### src/tprcd_pkg.sv
package tprcd_pkg;

    typedef enum logic [1:0] {
        OP_REPORT_BYTE = 2'd0,
        OP_KEY_PRESS   = 2'd1,
        OP_SET_ENABLE  = 2'd2,
        OP_QUERY       = 2'd3
    } op_t;

    typedef enum logic [1:0] {
        KIND_CONTACT = 2'd0,
        KIND_BAD_ID  = 2'd1,
        KIND_STATUS  = 2'd2
    } kind_t;

    // configuration register indexes (byte address = 8 * index)
    localparam logic [1:0] REG_REPORT_ID  = 2'd0;
    localparam logic [1:0] REG_QUIET_TIME = 2'd1;
    localparam logic [1:0] REG_MAX_Y      = 2'd2;

    localparam logic [7:0] ID_SILENT  = 8'hFF;
    localparam int         INFO_SHIFT = 3;
    localparam int         REC_BYTES  = 3;

    localparam logic [7:0]  RST_REPORT_ID = 8'd93;
    localparam logic [63:0] RST_QUIET     = 64'd0;
    localparam logic [11:0] RST_MAX_Y     = 12'd4095;

    typedef struct packed {
        logic [2:0]  slot;
        logic        contact_valid;
        logic [11:0] pos_x;
        logic [11:0] pos_y;
        logic        button;
        logic [2:0]  finger_count;
        logic        touch_enabled;
        kind_t       kind;
        logic        last_result;
    } result_t;

endpackage

### src/touchpad_report_contact_decoder.sv
// channel  dir  tvalid/tready  tlast        tuser          tdata
// s_       in   transfer       last_byte    operation      data_byte, now_time, key_time, enable
// m_       out  transfer       last_result  result_kind    slot, contact_valid, pos_x, pos_y,
//                                                          button, finger_count, touch_enabled
// apb      cfg  psel/penable   -            -              report_id_match, quiet_time_ns, max_y
//
// report bytes, key presses and enable writes are taken while results are still
// going out. a closing byte or a query waits until the previous report's results
// have left the slot sequencer, one slot per cycle. a touch report gives its five
// results in slot order; the first passes the job registers, the read stage and
// the output register after the closing byte, paced by the held-position memory
// read and the output register. synchronous active-low reset; held positions use
// per-entry valid bits, so no clearing pass. a stalled m_ side holds the sequencer in place.
module touchpad_report_contact_decoder #(
    parameter int REPORT_LEN    = 34,
    parameter int MAX_FINGERS   = 5,
    parameter int FINGER_BYTES  = 5,
    parameter int ID_OFFSET     = 2,
    parameter int INFO_OFFSET   = 3,
    parameter int FINGER_OFFSET = 4
) (
    input  logic          aclk,
    input  logic          aresetn,

    input  logic          s_tvalid,
    output logic          s_tready,
    // [7:0] data_byte, [71:8] now_time, [135:72] key_time, [136] enable, [143:137] zero
    input  logic [143:0]  s_tdata,
    // [1:0] operation
    input  logic [1:0]    s_tuser,
    input  logic          s_tlast,

    output logic          m_tvalid,
    input  logic          m_tready,
    // [2:0] slot, [3] contact_valid, [15:4] pos_x, [27:16] pos_y, [28] button,
    // [31:29] finger_count, [32] touch_enabled, [39:33] zero
    output logic [39:0]   m_tdata,
    // [1:0] result_kind
    output logic [1:0]    m_tuser,
    output logic          m_tlast,

    input  logic          psel,
    input  logic          penable,
    input  logic          pwrite,
    input  logic [4:0]    paddr,
    input  logic [63:0]   pwdata,
    output logic [63:0]   prdata,
    output logic          pready
);
    import tprcd_pkg::*;

    localparam int CNT_W = $clog2(REPORT_LEN + 1);
    localparam int IDX_W = (MAX_FINGERS > 1) ? $clog2(MAX_FINGERS) : 1;
    localparam logic [IDX_W-1:0] LAST_IDX = IDX_W'(MAX_FINGERS - 1);

    // configuration
    logic [7:0]  report_id_reg;
    logic [63:0] quiet_reg;
    logic [11:0] max_y_reg;

    // input side state
    logic [CNT_W-1:0] byte_count_reg;
    logic [7:0]       id_cap_reg;
    logic [7:0]       info_cap_reg;
    logic [7:0]       rec_cap_reg [MAX_FINGERS][REC_BYTES];
    logic             touch_disabled_reg;
    logic [63:0]      last_key_reg;

    // slot sequencer
    logic             job_active_reg;
    kind_t            job_kind_reg;
    logic             job_en_reg;
    logic [7:0]       job_info_reg;
    logic [2:0]       job_cnt_reg;
    logic [7:0]       job_rec_reg [MAX_FINGERS][REC_BYTES];
    logic [IDX_W-1:0] slot_reg;
    logic [IDX_W-1:0] rec_reg;

    // read stage and held-position memory
    logic             s1_valid_reg;
    result_t          s1_reg;
    logic [23:0]      held_mem [MAX_FINGERS];
    logic [MAX_FINGERS-1:0] held_vld_reg;
    logic [23:0]      held_q_reg;
    logic             held_q_vld_reg;
    logic             fwd_hit_reg;
    logic [23:0]      fwd_data_reg;

    // output register
    logic             m_valid_reg;
    result_t          m_res_reg;

    // input decode
    op_t         op;
    logic [7:0]  s_data;
    logic [63:0] s_now;
    logic [63:0] s_key;
    logic        s_enable;
    logic        s_acc;
    logic        store;
    logic [7:0]  id_fin;
    logic [7:0]  info_fin;
    logic [7:0]  rec_fin [MAX_FINGERS][REC_BYTES];
    logic [2:0]  cnt_fin;
    logic [63:0] elapsed;
    logic        quiet;
    logic        new_job;
    kind_t       new_kind;

    assign op       = op_t'(s_tuser);
    assign s_data   = s_tdata[7:0];
    assign s_now    = s_tdata[71:8];
    assign s_key    = s_tdata[135:72];
    assign s_enable = s_tdata[136];

    assign s_tready = !job_active_reg || !(op == OP_QUERY || (op == OP_REPORT_BYTE && s_tlast));
    assign s_acc    = s_tvalid && s_tready;
    assign store    = s_acc && op == OP_REPORT_BYTE && int'(byte_count_reg) < REPORT_LEN;

    // bytes of the report as they stand once the current byte is in
    always_comb begin
        id_fin   = (store && int'(byte_count_reg) == ID_OFFSET) ? s_data : id_cap_reg;
        info_fin = (store && int'(byte_count_reg) == INFO_OFFSET) ? s_data : info_cap_reg;
        for (int k = 0; k < MAX_FINGERS; k++) begin
            for (int b = 0; b < REC_BYTES; b++) begin
                rec_fin[k][b] = (store && int'(byte_count_reg) ==
                                 FINGER_OFFSET + k * FINGER_BYTES + b) ? s_data
                                                                       : rec_cap_reg[k][b];
            end
        end
        cnt_fin = 3'd0;
        for (int i = 0; i < MAX_FINGERS; i++) begin
            cnt_fin = cnt_fin + {2'b00, info_fin[INFO_SHIFT + i]};
        end
    end

    assign elapsed = s_now - last_key_reg;
    assign quiet   = elapsed < quiet_reg;

    always_comb begin
        new_job  = 1'b0;
        new_kind = KIND_CONTACT;
        case (op)
            OP_REPORT_BYTE: begin
                if (s_tlast) begin
                    if (id_fin != report_id_reg) begin
                        if (id_fin != ID_SILENT) begin
                            new_job  = 1'b1;
                            new_kind = KIND_BAD_ID;
                        end
                    end else if (!touch_disabled_reg && !quiet) begin
                        new_job = 1'b1;
                    end
                end
            end
            OP_QUERY: begin
                new_job  = 1'b1;
                new_kind = KIND_STATUS;
            end
            default: begin
                new_job = 1'b0;
            end
        endcase
    end

    // input side registers
    always_ff @(posedge aclk) begin
        if (!aresetn) begin
            byte_count_reg     <= '0;
            id_cap_reg         <= '0;
            info_cap_reg       <= '0;
            rec_cap_reg        <= '{default: '0};
            touch_disabled_reg <= 1'b0;
            last_key_reg       <= '0;
        end else if (s_acc) begin
            case (op)
                OP_REPORT_BYTE: begin
                    if (s_tlast) begin
                        byte_count_reg <= '0;
                        id_cap_reg     <= '0;
                        info_cap_reg   <= '0;
                        rec_cap_reg    <= '{default: '0};
                    end else begin
                        if (store) begin
                            byte_count_reg <= byte_count_reg + 1'b1;
                        end
                        id_cap_reg   <= id_fin;
                        info_cap_reg <= info_fin;
                        rec_cap_reg  <= rec_fin;
                    end
                end
                OP_KEY_PRESS:  last_key_reg       <= s_key;
                OP_SET_ENABLE: touch_disabled_reg <= !s_enable;
                default: begin
                end
            endcase
        end
    end

    // sequencer: one slot result per cycle into the read stage, while the read stage can take it
    logic        s1_adv;
    logic        s1_load;
    result_t     s1_next;
    logic [2:0]  info_idx;
    logic [7:0]  b0;
    logic [7:0]  b1;
    logic [7:0]  b2;
    logic [11:0] y_raw;
    logic        slot_is_valid;

    assign s1_adv   = s1_valid_reg && (!m_valid_reg || m_tready);
    assign s1_load  = job_active_reg && (!s1_valid_reg || s1_adv);
    assign info_idx = 3'(INFO_SHIFT) + 3'(slot_reg);
    assign b0       = job_rec_reg[rec_reg][0];
    assign b1       = job_rec_reg[rec_reg][1];
    assign b2       = job_rec_reg[rec_reg][2];
    assign y_raw    = {b0[3:0], b2};
    assign slot_is_valid = job_kind_reg == KIND_CONTACT && job_info_reg[info_idx];

    always_comb begin
        s1_next               = '0;
        s1_next.kind          = job_kind_reg;
        s1_next.touch_enabled = job_en_reg;
        s1_next.last_result   = 1'b1;
        if (job_kind_reg == KIND_CONTACT) begin
            s1_next.slot          = 3'(slot_reg);
            s1_next.contact_valid = slot_is_valid;
            s1_next.finger_count  = job_cnt_reg;
            s1_next.last_result   = slot_reg == LAST_IDX;
            if (slot_is_valid) begin
                s1_next.pos_x  = {b0[7:4], b1};
                s1_next.pos_y  = (y_raw > max_y_reg) ? 12'd0 : max_y_reg - y_raw;
                s1_next.button = job_info_reg[0];
            end
        end
    end

    always_ff @(posedge aclk) begin
        if (!aresetn) begin
            job_active_reg <= 1'b0;
        end else if (s_acc && new_job) begin
            job_active_reg <= 1'b1;
        end else if (s1_load && (job_kind_reg != KIND_CONTACT || slot_reg == LAST_IDX)) begin
            job_active_reg <= 1'b0;
        end
    end

    always_ff @(posedge aclk) begin
        if (s_acc && new_job) begin
            job_kind_reg <= new_kind;
            job_en_reg   <= !touch_disabled_reg;
            job_info_reg <= info_fin;
            job_cnt_reg  <= cnt_fin;
            job_rec_reg  <= rec_fin;
            slot_reg     <= '0;
            rec_reg      <= '0;
        end else if (s1_load) begin
            slot_reg <= slot_reg + 1'b1;
            if (slot_is_valid) begin
                rec_reg <= rec_reg + 1'b1;
            end
        end
    end

    // read stage with held-position read-modify-write
    logic             held_wr;
    logic [IDX_W-1:0] held_wr_idx;
    logic [23:0]      held_wr_data;
    logic [23:0]      held_now;
    result_t          out_next;

    assign held_wr      = s1_adv && s1_reg.kind == KIND_CONTACT && s1_reg.contact_valid;
    assign held_wr_idx  = s1_reg.slot[IDX_W-1:0];
    assign held_wr_data = {s1_reg.pos_x, s1_reg.pos_y};

    always_ff @(posedge aclk) begin
        if (!aresetn) begin
            s1_valid_reg <= 1'b0;
        end else if (s1_load) begin
            s1_valid_reg <= 1'b1;
        end else if (s1_adv) begin
            s1_valid_reg <= 1'b0;
        end
    end

    always_ff @(posedge aclk) begin
        if (s1_load) begin
            s1_reg         <= s1_next;
            held_q_reg     <= held_mem[slot_reg];
            held_q_vld_reg <= held_vld_reg[slot_reg];
            // write-back to the entry being read lands in the same cycle
            fwd_hit_reg    <= held_wr && held_wr_idx == slot_reg;
            fwd_data_reg   <= held_wr_data;
        end
        if (held_wr) begin
            held_mem[held_wr_idx] <= held_wr_data;
        end
    end

    always_ff @(posedge aclk) begin
        if (!aresetn) begin
            held_vld_reg <= '0;
        end else if (held_wr) begin
            held_vld_reg[held_wr_idx] <= 1'b1;
        end
    end

    always_comb begin
        if (fwd_hit_reg) begin
            held_now = fwd_data_reg;
        end else if (held_q_vld_reg) begin
            held_now = held_q_reg;
        end else begin
            held_now = '0;
        end
        out_next = s1_reg;
        if (s1_reg.kind == KIND_CONTACT && !s1_reg.contact_valid) begin
            out_next.pos_x = held_now[23:12];
            out_next.pos_y = held_now[11:0];
        end
    end

    // output register
    always_ff @(posedge aclk) begin
        if (!aresetn) begin
            m_valid_reg <= 1'b0;
        end else if (s1_adv) begin
            m_valid_reg <= 1'b1;
        end else if (m_tready) begin
            m_valid_reg <= 1'b0;
        end
    end

    always_ff @(posedge aclk) begin
        if (s1_adv) begin
            m_res_reg <= out_next;
        end
    end

    assign m_tvalid = m_valid_reg;
    assign m_tdata  = {7'd0, m_res_reg.touch_enabled, m_res_reg.finger_count,
                       m_res_reg.button, m_res_reg.pos_y, m_res_reg.pos_x,
                       m_res_reg.contact_valid, m_res_reg.slot};
    assign m_tuser  = m_res_reg.kind;
    assign m_tlast  = m_res_reg.last_result;

    // configuration port
    logic       cfg_wr;
    logic [1:0] cfg_idx;

    assign pready  = 1'b1;
    assign cfg_idx = paddr[4:3];
    assign cfg_wr  = psel && penable && pwrite && pready;

    always_ff @(posedge aclk) begin
        if (!aresetn) begin
            report_id_reg <= RST_REPORT_ID;
            quiet_reg     <= RST_QUIET;
            max_y_reg     <= RST_MAX_Y;
        end else if (cfg_wr) begin
            case (cfg_idx)
                REG_REPORT_ID:  report_id_reg <= pwdata[7:0];
                REG_QUIET_TIME: quiet_reg     <= pwdata;
                REG_MAX_Y:      max_y_reg     <= pwdata[11:0];
                default: begin
                end
            endcase
        end
    end

    always_comb begin
        case (cfg_idx)
            REG_REPORT_ID:  prdata = {56'd0, report_id_reg};
            REG_QUIET_TIME: prdata = quiet_reg;
            REG_MAX_Y:      prdata = {52'd0, max_y_reg};
            default:        prdata = '0;
        endcase
    end

endmodule
### config.mk
export PLATFORM = sky130hd
export DESIGN_NAME = touchpad_report_contact_decoder
export DESIGN_NICKNAME = d
export VERILOG_FILES = /design/src/tprcd_pkg.sv /design/src/touchpad_report_contact_decoder.sv
export SDC_FILE = /design/constraint.sdc
export NUM_CORES = 1
export LEC_CHECK = 0
export BUFFER_PORTS_ARGS = -buffer_cell sky130_fd_sc_hd__buf_2
export CAP_MARGIN = 20
export CORE_MARGIN = 2
export CORE_UTILIZATION = 63
export DETAILED_ROUTE_END_ITERATION = 10
export PLACE_DENSITY_LB_ADDON = 0.15
export SLEW_MARGIN = 30
export SYNTH_ARGS = -nofsm -noshare
export SYNTH_HDL_FRONTEND = slang
export SYNTH_SLANG_ARGS = --single-unit
export TNS_END_PERCENT = 30
### constraint.sdc
create_clock -name aclk -period 21.9 [get_ports aclk]
set_input_delay 0 -clock aclk [delete_from_list [all_inputs] [get_ports aclk]]
set_output_delay 0 -clock aclk [all_outputs]
set_load 0.005 [all_outputs]
==> reports/results.ini, run 1 <==
[drt]
wl_per_cell_um=20.4
dr.pass1.iters=5
vias=24900
dr.first_iter.drc_count=1952
ant_nets=0
drc_errors=0
wirelength_um=85800
routed_via_density=5.94

[grt]
grt_pass1_wl_um=131000
antenna_found_initial=7
grt_max_degree=172
first_global_vias=24600
overflow=0
grtUsageTotal=0.306

[timing]
hold_viol=0
setup_viol=0
slew_viol_final=0
tightest_slew_ns=0.989
rsz0062_at_grt=false
fmax_ghz=0.128
fin_tns_setup_ns=0
timing.final.crit_share=0.357
finalCriticalPeriod_ns=7.82
slew_headroom=0.341
finClkSkew_ns=0.0235

[layout]
nFillCells=3380
nets=3814
drive_gt1_frac=0.197
syn_to_final_growth_pct=18.4

[yosys]
ys_types=65
syn_inst=3046
synth-seq-area-share=0.523
yosysTopAreaCell=edfxtp_1
synth-seq-cells=681
synthTopCellsByArea=edfxtp_1, dfxtp_1, ha_1, mux2_2, nand2_1
synth_enable_flop_cells=376
ys_warn_count=0
syn_avg_cell_area_sq_um=10.9
ys.flop_type=edfxtp_1
synth_area_sq_um=33300
synthArstFlopShare=0
netlist.area_leader.share=0.339

[clock_tree]
cts_tree=done
cts-hold-fix-buffers=161
tritoncts_num_sinks=681
h-tree-depth=3
root_buffer=clkbuf_16
post-cts-setup-buffer-count=0
insertion_delay_ns=0.62
path_clk_slew_ns=0.07
post_cts_resize_count=0
cts_buffer_depth=3
cts_buffers=69

[floorplanning]
start_util=0.635
die_h_um=234
coreArea_sq_um=52400
die-area_sq_um=54700
die_w_um=234
rows=84
ios=333

[critical_path]
critical_path_class=flip-flop to flip-flop
cpMostUsedCell=a21o_1
crit_path_end_kind=flip-flop
path_max_fanout=77
reg2reg_depth=26
slowest_stage=buf_6
cp_slowest_stage_delay_ns=0.68
required_ns=22.13
critPathArrivalTime_ns=8.05
startpoint_type=flip-flop

[placement]
hpwl_um=55200
gp_congestion=0.893
port_buffers=314

[pwr]
ir_drop_mv=0.0583
total_power_mw=3.13
power_density_nw_per_um2=79.5
power.leakage_nw=14.8

[run]
cap_violations=0

[status]
outcome=complete, no violations

[hold_path]
holdCritPathClass=input pin to flip-flop
whs_path_depth=4

## worst max-delay path, delay by kind of cell (launching register included)
family / cells / cell delay (ns)
and+or+nand+nor: 6 / 1.77
adders and majority gates: 3 / 0.69
AOI/OAI and AO/OA: 13 / 2.96
xor gates and xnor gates: 1 / 0.17
buffers and inverters: 3 / 1.42
DFF: 1 / 0.32
## cells by family (layout without fill, tap and decap cells)
logic type,count (synthesis),after routing,synth area share
AND/OR/NAND/NOR,866,866,0.125
XOR/XNOR,85,85,0.0224
adder cells (fa/ha/maj),156,156,0.0595
other,2,25,0.000226
buffers and inverters,371,810,0.0428
multiplexers,217,217,0.0899
AO/OA/AOI/OAI,668,668,0.138
flip-flops,681,681,0.523
## cell type report
cell class / instances / area (sq um) / area share
Antenna cell: 17 / 42.5 / 0.00108
Clock buffer: 96 / 2000 / 0.0508
Clock inverter: 31 / 390 / 0.00990
Inverter: 177 / 664 / 0.0169
Multi-Input combinational cell: 2000 / 14600 / 0.370
Sequential cell: 681 / 17400 / 0.441
Tap cell: 688 / 861 / 0.0218
Timing Repair Buffer: 506 / 3480 / 0.0882
## through the flow
stage,std cells,setup slack [ns],hold slack [ns],cell area [sq um],utilization
after floorplan,3052,14.25,0.124,33300,-
after CTS,4179,13.82,0.00772,39400,0.751
after detailed placement,3891,13.86,0.235,35400,0.674
final,4196,14.08,0.0378,39400,0.752
after global routing,4186,13.44,0.0451,39400,0.751
after global placement,3888,13.92,0.231,35300,0.673
## where the power goes
group / leakage [nW] / internal [mW] / switching (mW) / total (mW)
registers: 5.93 / 1.38 / 0.0216 / 1.40
logic: 7.66 / 0.238 / 0.275 / 0.513
clock network: 1.17 / 0.718 / 0.504 / 1.22
total: 14.8 / 2.33 / 0.800 / 3.13
## final timing paths
| check | endpoint | start | slack [ns] |
|---|---|---|---|
| worst max register to register | job_rec_reg[117] | last_key_reg[0] | 14.08 |
| worst min register to register | m_tdata[30] | out_next[5] | 0.41 |
| worst min-delay path | id_cap_reg[4] | s_tdata[4] | 0.04 |
| worst max-delay path | job_rec_reg[117] | last_key_reg[0] | 14.08 |
## layer usage
layer / vias up / wire (um) / track usage / part of all wire
met2: 904 / 43000 / 0.521 / 0.50
met5: - / 0 / 0 / 0
li1: 11700 / - / - / -
met3: 182 / 5100 / 0.0405 / 0.059
met1: 12100 / 35000 / 0.402 / 0.41
met4: 0 / 2710 / 0.115 / 0.032
## synth_stat cells, types with 50 or more instances
cell type  number
o21ai_0        59
clkbuf_1      166
a21oi_1       123
nor2b_1       154
a21o_1         72
nand2_1       376
inv_1         176
mux2_2        154
nor2_1        100
mux4_2         50
dfxtp_1       305
ha_1          152
a21boi_0      138
and2_1         61
a22oi_1       181
edfxtp_1      376
## layout by cell type, fill, tap and decap left out, types with 14 or more instances in the layout
master / instances
a21boi_0: 138
a21o_1: 72
a21oi_1: 123
a22oi_1: 181
and2_1: 60
and3_1: 22
buf_2: 313
buf_4: 26
clkbuf_16: 72
clkinv_2: 14
dfxtp_1: 301
diode_2: 17
dlygate4sd3_1: 161
edfxtp_1: 376
ha_1: 152
inv_1: 176
mux2_2: 154
mux4_2: 50
nand2_1: 376
nand3_1: 42
nand4_1: 42
nor2_1: 98
nor2b_1: 152
nor3_1: 28
o21a_1: 16
o21ai_0: 59
xnor2_1: 48
xor2_1: 37
Note: power is estimated with default switching activity, not from simulation.
==> run 2: changes to the inputs <==
--- a/config.mk
+++ b/config.mk
@@ -8,7 +8,7 @@
 export BUFFER_PORTS_ARGS = -buffer_cell sky130_fd_sc_hd__buf_2
 export CAP_MARGIN = 20
 export CORE_MARGIN = 2
-export CORE_UTILIZATION = 63
+export CORE_UTILIZATION = 60
 export DETAILED_ROUTE_END_ITERATION = 10
 export PLACE_DENSITY_LB_ADDON = 0.15
 export SLEW_MARGIN = 30
==> constraint.sdc (replaced) <==
create_clock -name aclk -period 7.77 [get_ports aclk]
set_input_delay 0 -clock aclk [delete_from_list [all_inputs] [get_ports aclk]]
set_output_delay 0 -clock aclk [all_outputs]
set_load 0.005 [all_outputs]
==> run 2 against run 1 <==
Setup slack lost 14 ns. Flip-flop and latch count did not move. Routed wire length rose by 0.52%. Global-route usage down 0.90 points. Die area increased by 4.9%. First-iteration DRC count is 2.4% lower. Sequential share of layout area is 0.20 points higher. Clock power rose to 2.6 times the previous value. Largest power group unchanged.
==> reports/results.ini, run 2 (synthesis results as in run 1) <==
[status]
outcome=complete, no violations

[timing]
hold_viol=0  ; unchanged
finClkSkew_ns=0.0256  ; +0.00206 ns
slew_headroom=0.365  ; +0.0243
fin_hold_ws_ns=0.0375  ; -0.000301 ns
finalCriticalPeriod_ns=7.20  ; -0.619 ns
tightest_slew_ns=0.953  ; -0.0365 ns
fin_tns_setup_ns=0  ; unchanged
slew_viol_final=0  ; unchanged
rsz0062_at_grt=false
timing.final.crit_share=0.927  ; +0.570
fmax_ghz=0.139  ; +8.6%
setup_viol=0  ; unchanged
setup_slack_ns=0.571  ; -13.51 ns

[drt]
dr.pass1.iters=6  ; +1
drc_errors=0  ; unchanged
routed_via_density=5.87  ; -1.1%
wirelength_um=86200  ; +0.52%
ant_nets=0  ; unchanged
vias=24900  ; +0.048%
dr.first_iter.drc_count=1906  ; -2.4%
wl_per_cell_um=20.3  ; -0.64%

[floorplanning]
die-area_sq_um=57400  ; +4.9%
coreArea_sq_um=55000  ; +4.8%
rows=86  ; +2.4%
die_h_um=240  ; +2.4%
ios=333  ; unchanged
start_util=0.605  ; -0.0293
die_w_um=240  ; +2.4%

[critical_path]
slowest_stage=a31oi_4
critical_path_class=flip-flop to flip-flop
cp_slowest_stage_delay_ns=0.73  ; +0.05 ns
cpMostUsedCell=a21o_1
critPathArrivalTime_ns=7.50  ; -0.55 ns
crit_path_end_kind=flip-flop
startpoint_type=flip-flop
required_ns=8.07  ; -14.06 ns
path_max_fanout=14  ; -82%
critPathTopFamily=compound AO/OA/AOI/OAI gates
path_buf_inv=2  ; -1

[clock_tree]
root_buffer=clkbuf_16
h-tree-depth=3  ; unchanged
path_clk_slew_ns=0.06  ; about the same
cts_buffer_depth=3  ; unchanged
tritoncts_num_sinks=681  ; unchanged
insertion_delay_ns=0.61  ; about the same
cts_buffers=71  ; +2.9%
cts_tree=done

[grt]
overflow=0  ; unchanged
antenna_found_initial=4  ; -3
grtUsageTotal=0.297  ; -0.00902
grt_max_degree=105  ; -39%
first_global_vias=24900  ; +1.1%
grt_pass1_wl_um=133000  ; +1.7%

[pwr]
ir_drop_mv=0.161  ; +180%
intPower_mw=6.35  ; +170%
seqPwrFrac=0.462  ; +0.016
total_power_mw=8.58  ; +170%
combPwrFrac=0.165  ; about the same
power.switching_mw=2.24  ; +180%
power.leakage_nw=14.7  ; -0.68%
power_density_nw_per_um2=219  ; +180%
clockPowerShare=0.373  ; -0.017
swShare=0.260  ; +0.00515

[placement]
place_ws_ns=0.665  ; -13.19 ns
postPlaceCellArea_sq_um=35500  ; +0.40%
port_buffers=314  ; unchanged
hpwl_um=56700  ; +2.7%
gp_congestion=0.924  ; +3.6%

[layout]
drive_gt1_frac=0.194  ; -0.00304
finalInstanceArea_sq_um=39200  ; -0.45%
nets=3812  ; -0.052%
layout_common_cells=nand2_1, edfxtp_1, buf_2, dfxtp_1, a22oi_1
syn_to_final_growth_pct=17.9

[run]
cap_violations=0  ; unchanged

[hold_path]
holdCritPathClass=input pin to flip-flop

run 2: cell count changes in the layout (fill, tap and decap cells not counted), moves of 3 or more:
cell	change
buf_12	+3
clkinv_2	-6
bufinv_16	-5
clkinv_1	+13
dlygate4sd3_1	-8
clkbuf_1	+5
diode_2	-9
clkbuf_8	-6
run 2: per-layer routing:
layer,GRT usage,vias up,part of all wire,routed length [um]
li1,-,11700,-,-
met1,0.388,12200,0.41,35700
met2,0.506,836,0.50,42800
met3,0.0436,181,0.056,4850
met4,0.107,2,0.033,2870
met5,0,-,0.00016,14
run 2: metrics by stage:
| step | cells | utilization |
|---|---|---|
| global route | 4240 | 0.713 |
| finish | 4245 | 0.714 |
| CTS | 4237 | 0.713 |
| detailed placement | 3955 | 0.646 |
| global placement | 3954 | 0.645 |
| floorplan | 3052 | - |
run 2: power groups by stage:
stage	sequential [mW]	combinational, mW	clock, mW
after floorplan	3.99	0.999	0
after global placement	4.04	1.30	0
after detailed placement	4.04	1.34	0
after CTS	3.97	1.41	3.25
after global routing	3.98	1.56	3.39
final	3.97	1.41	3.20
run 2: tightest hold or removal path, delay by kind of cell:
family	cells	cell delay, ns
buf+inv	1	0.26
compound gates	1	0.26
simple gates	1	0.07
run 2: final cells by class:
class | count | area (sq um)
Tap cell | 748 | 936
Antenna cell | 8 | 20.0
Multi-Input combinational cell | 2000 | 14600
Fill cell | 3855 | 15700
Sequential cell | 681 | 17400
Inverter | 177 | 664
Timing Repair Buffer | 502 | 3460
Clock inverter | 34 | 248
Clock buffer | 95 | 1930
run 2: final timing paths:
check | from | endpoint | slack, ns | cells past startpoint
hold reg to reg | out_next[3] | m_tdata[32] | 0.42 | 0
setup reg to reg | last_key_reg[0] | job_rec_reg[18] | 0.57 | 25
hold / removal | s_tdata[0] | id_cap_reg[0] | 0.04 | 3
setup / recovery | last_key_reg[0] | job_rec_reg[18] | 0.57 | 25
run 2: repair_timing:
action,4_1_cts,5_1_grt
gates resized for setup,0,0
hold buffers,153,0
setup buffers,0,0
endpoints found under the hold margin,205,0
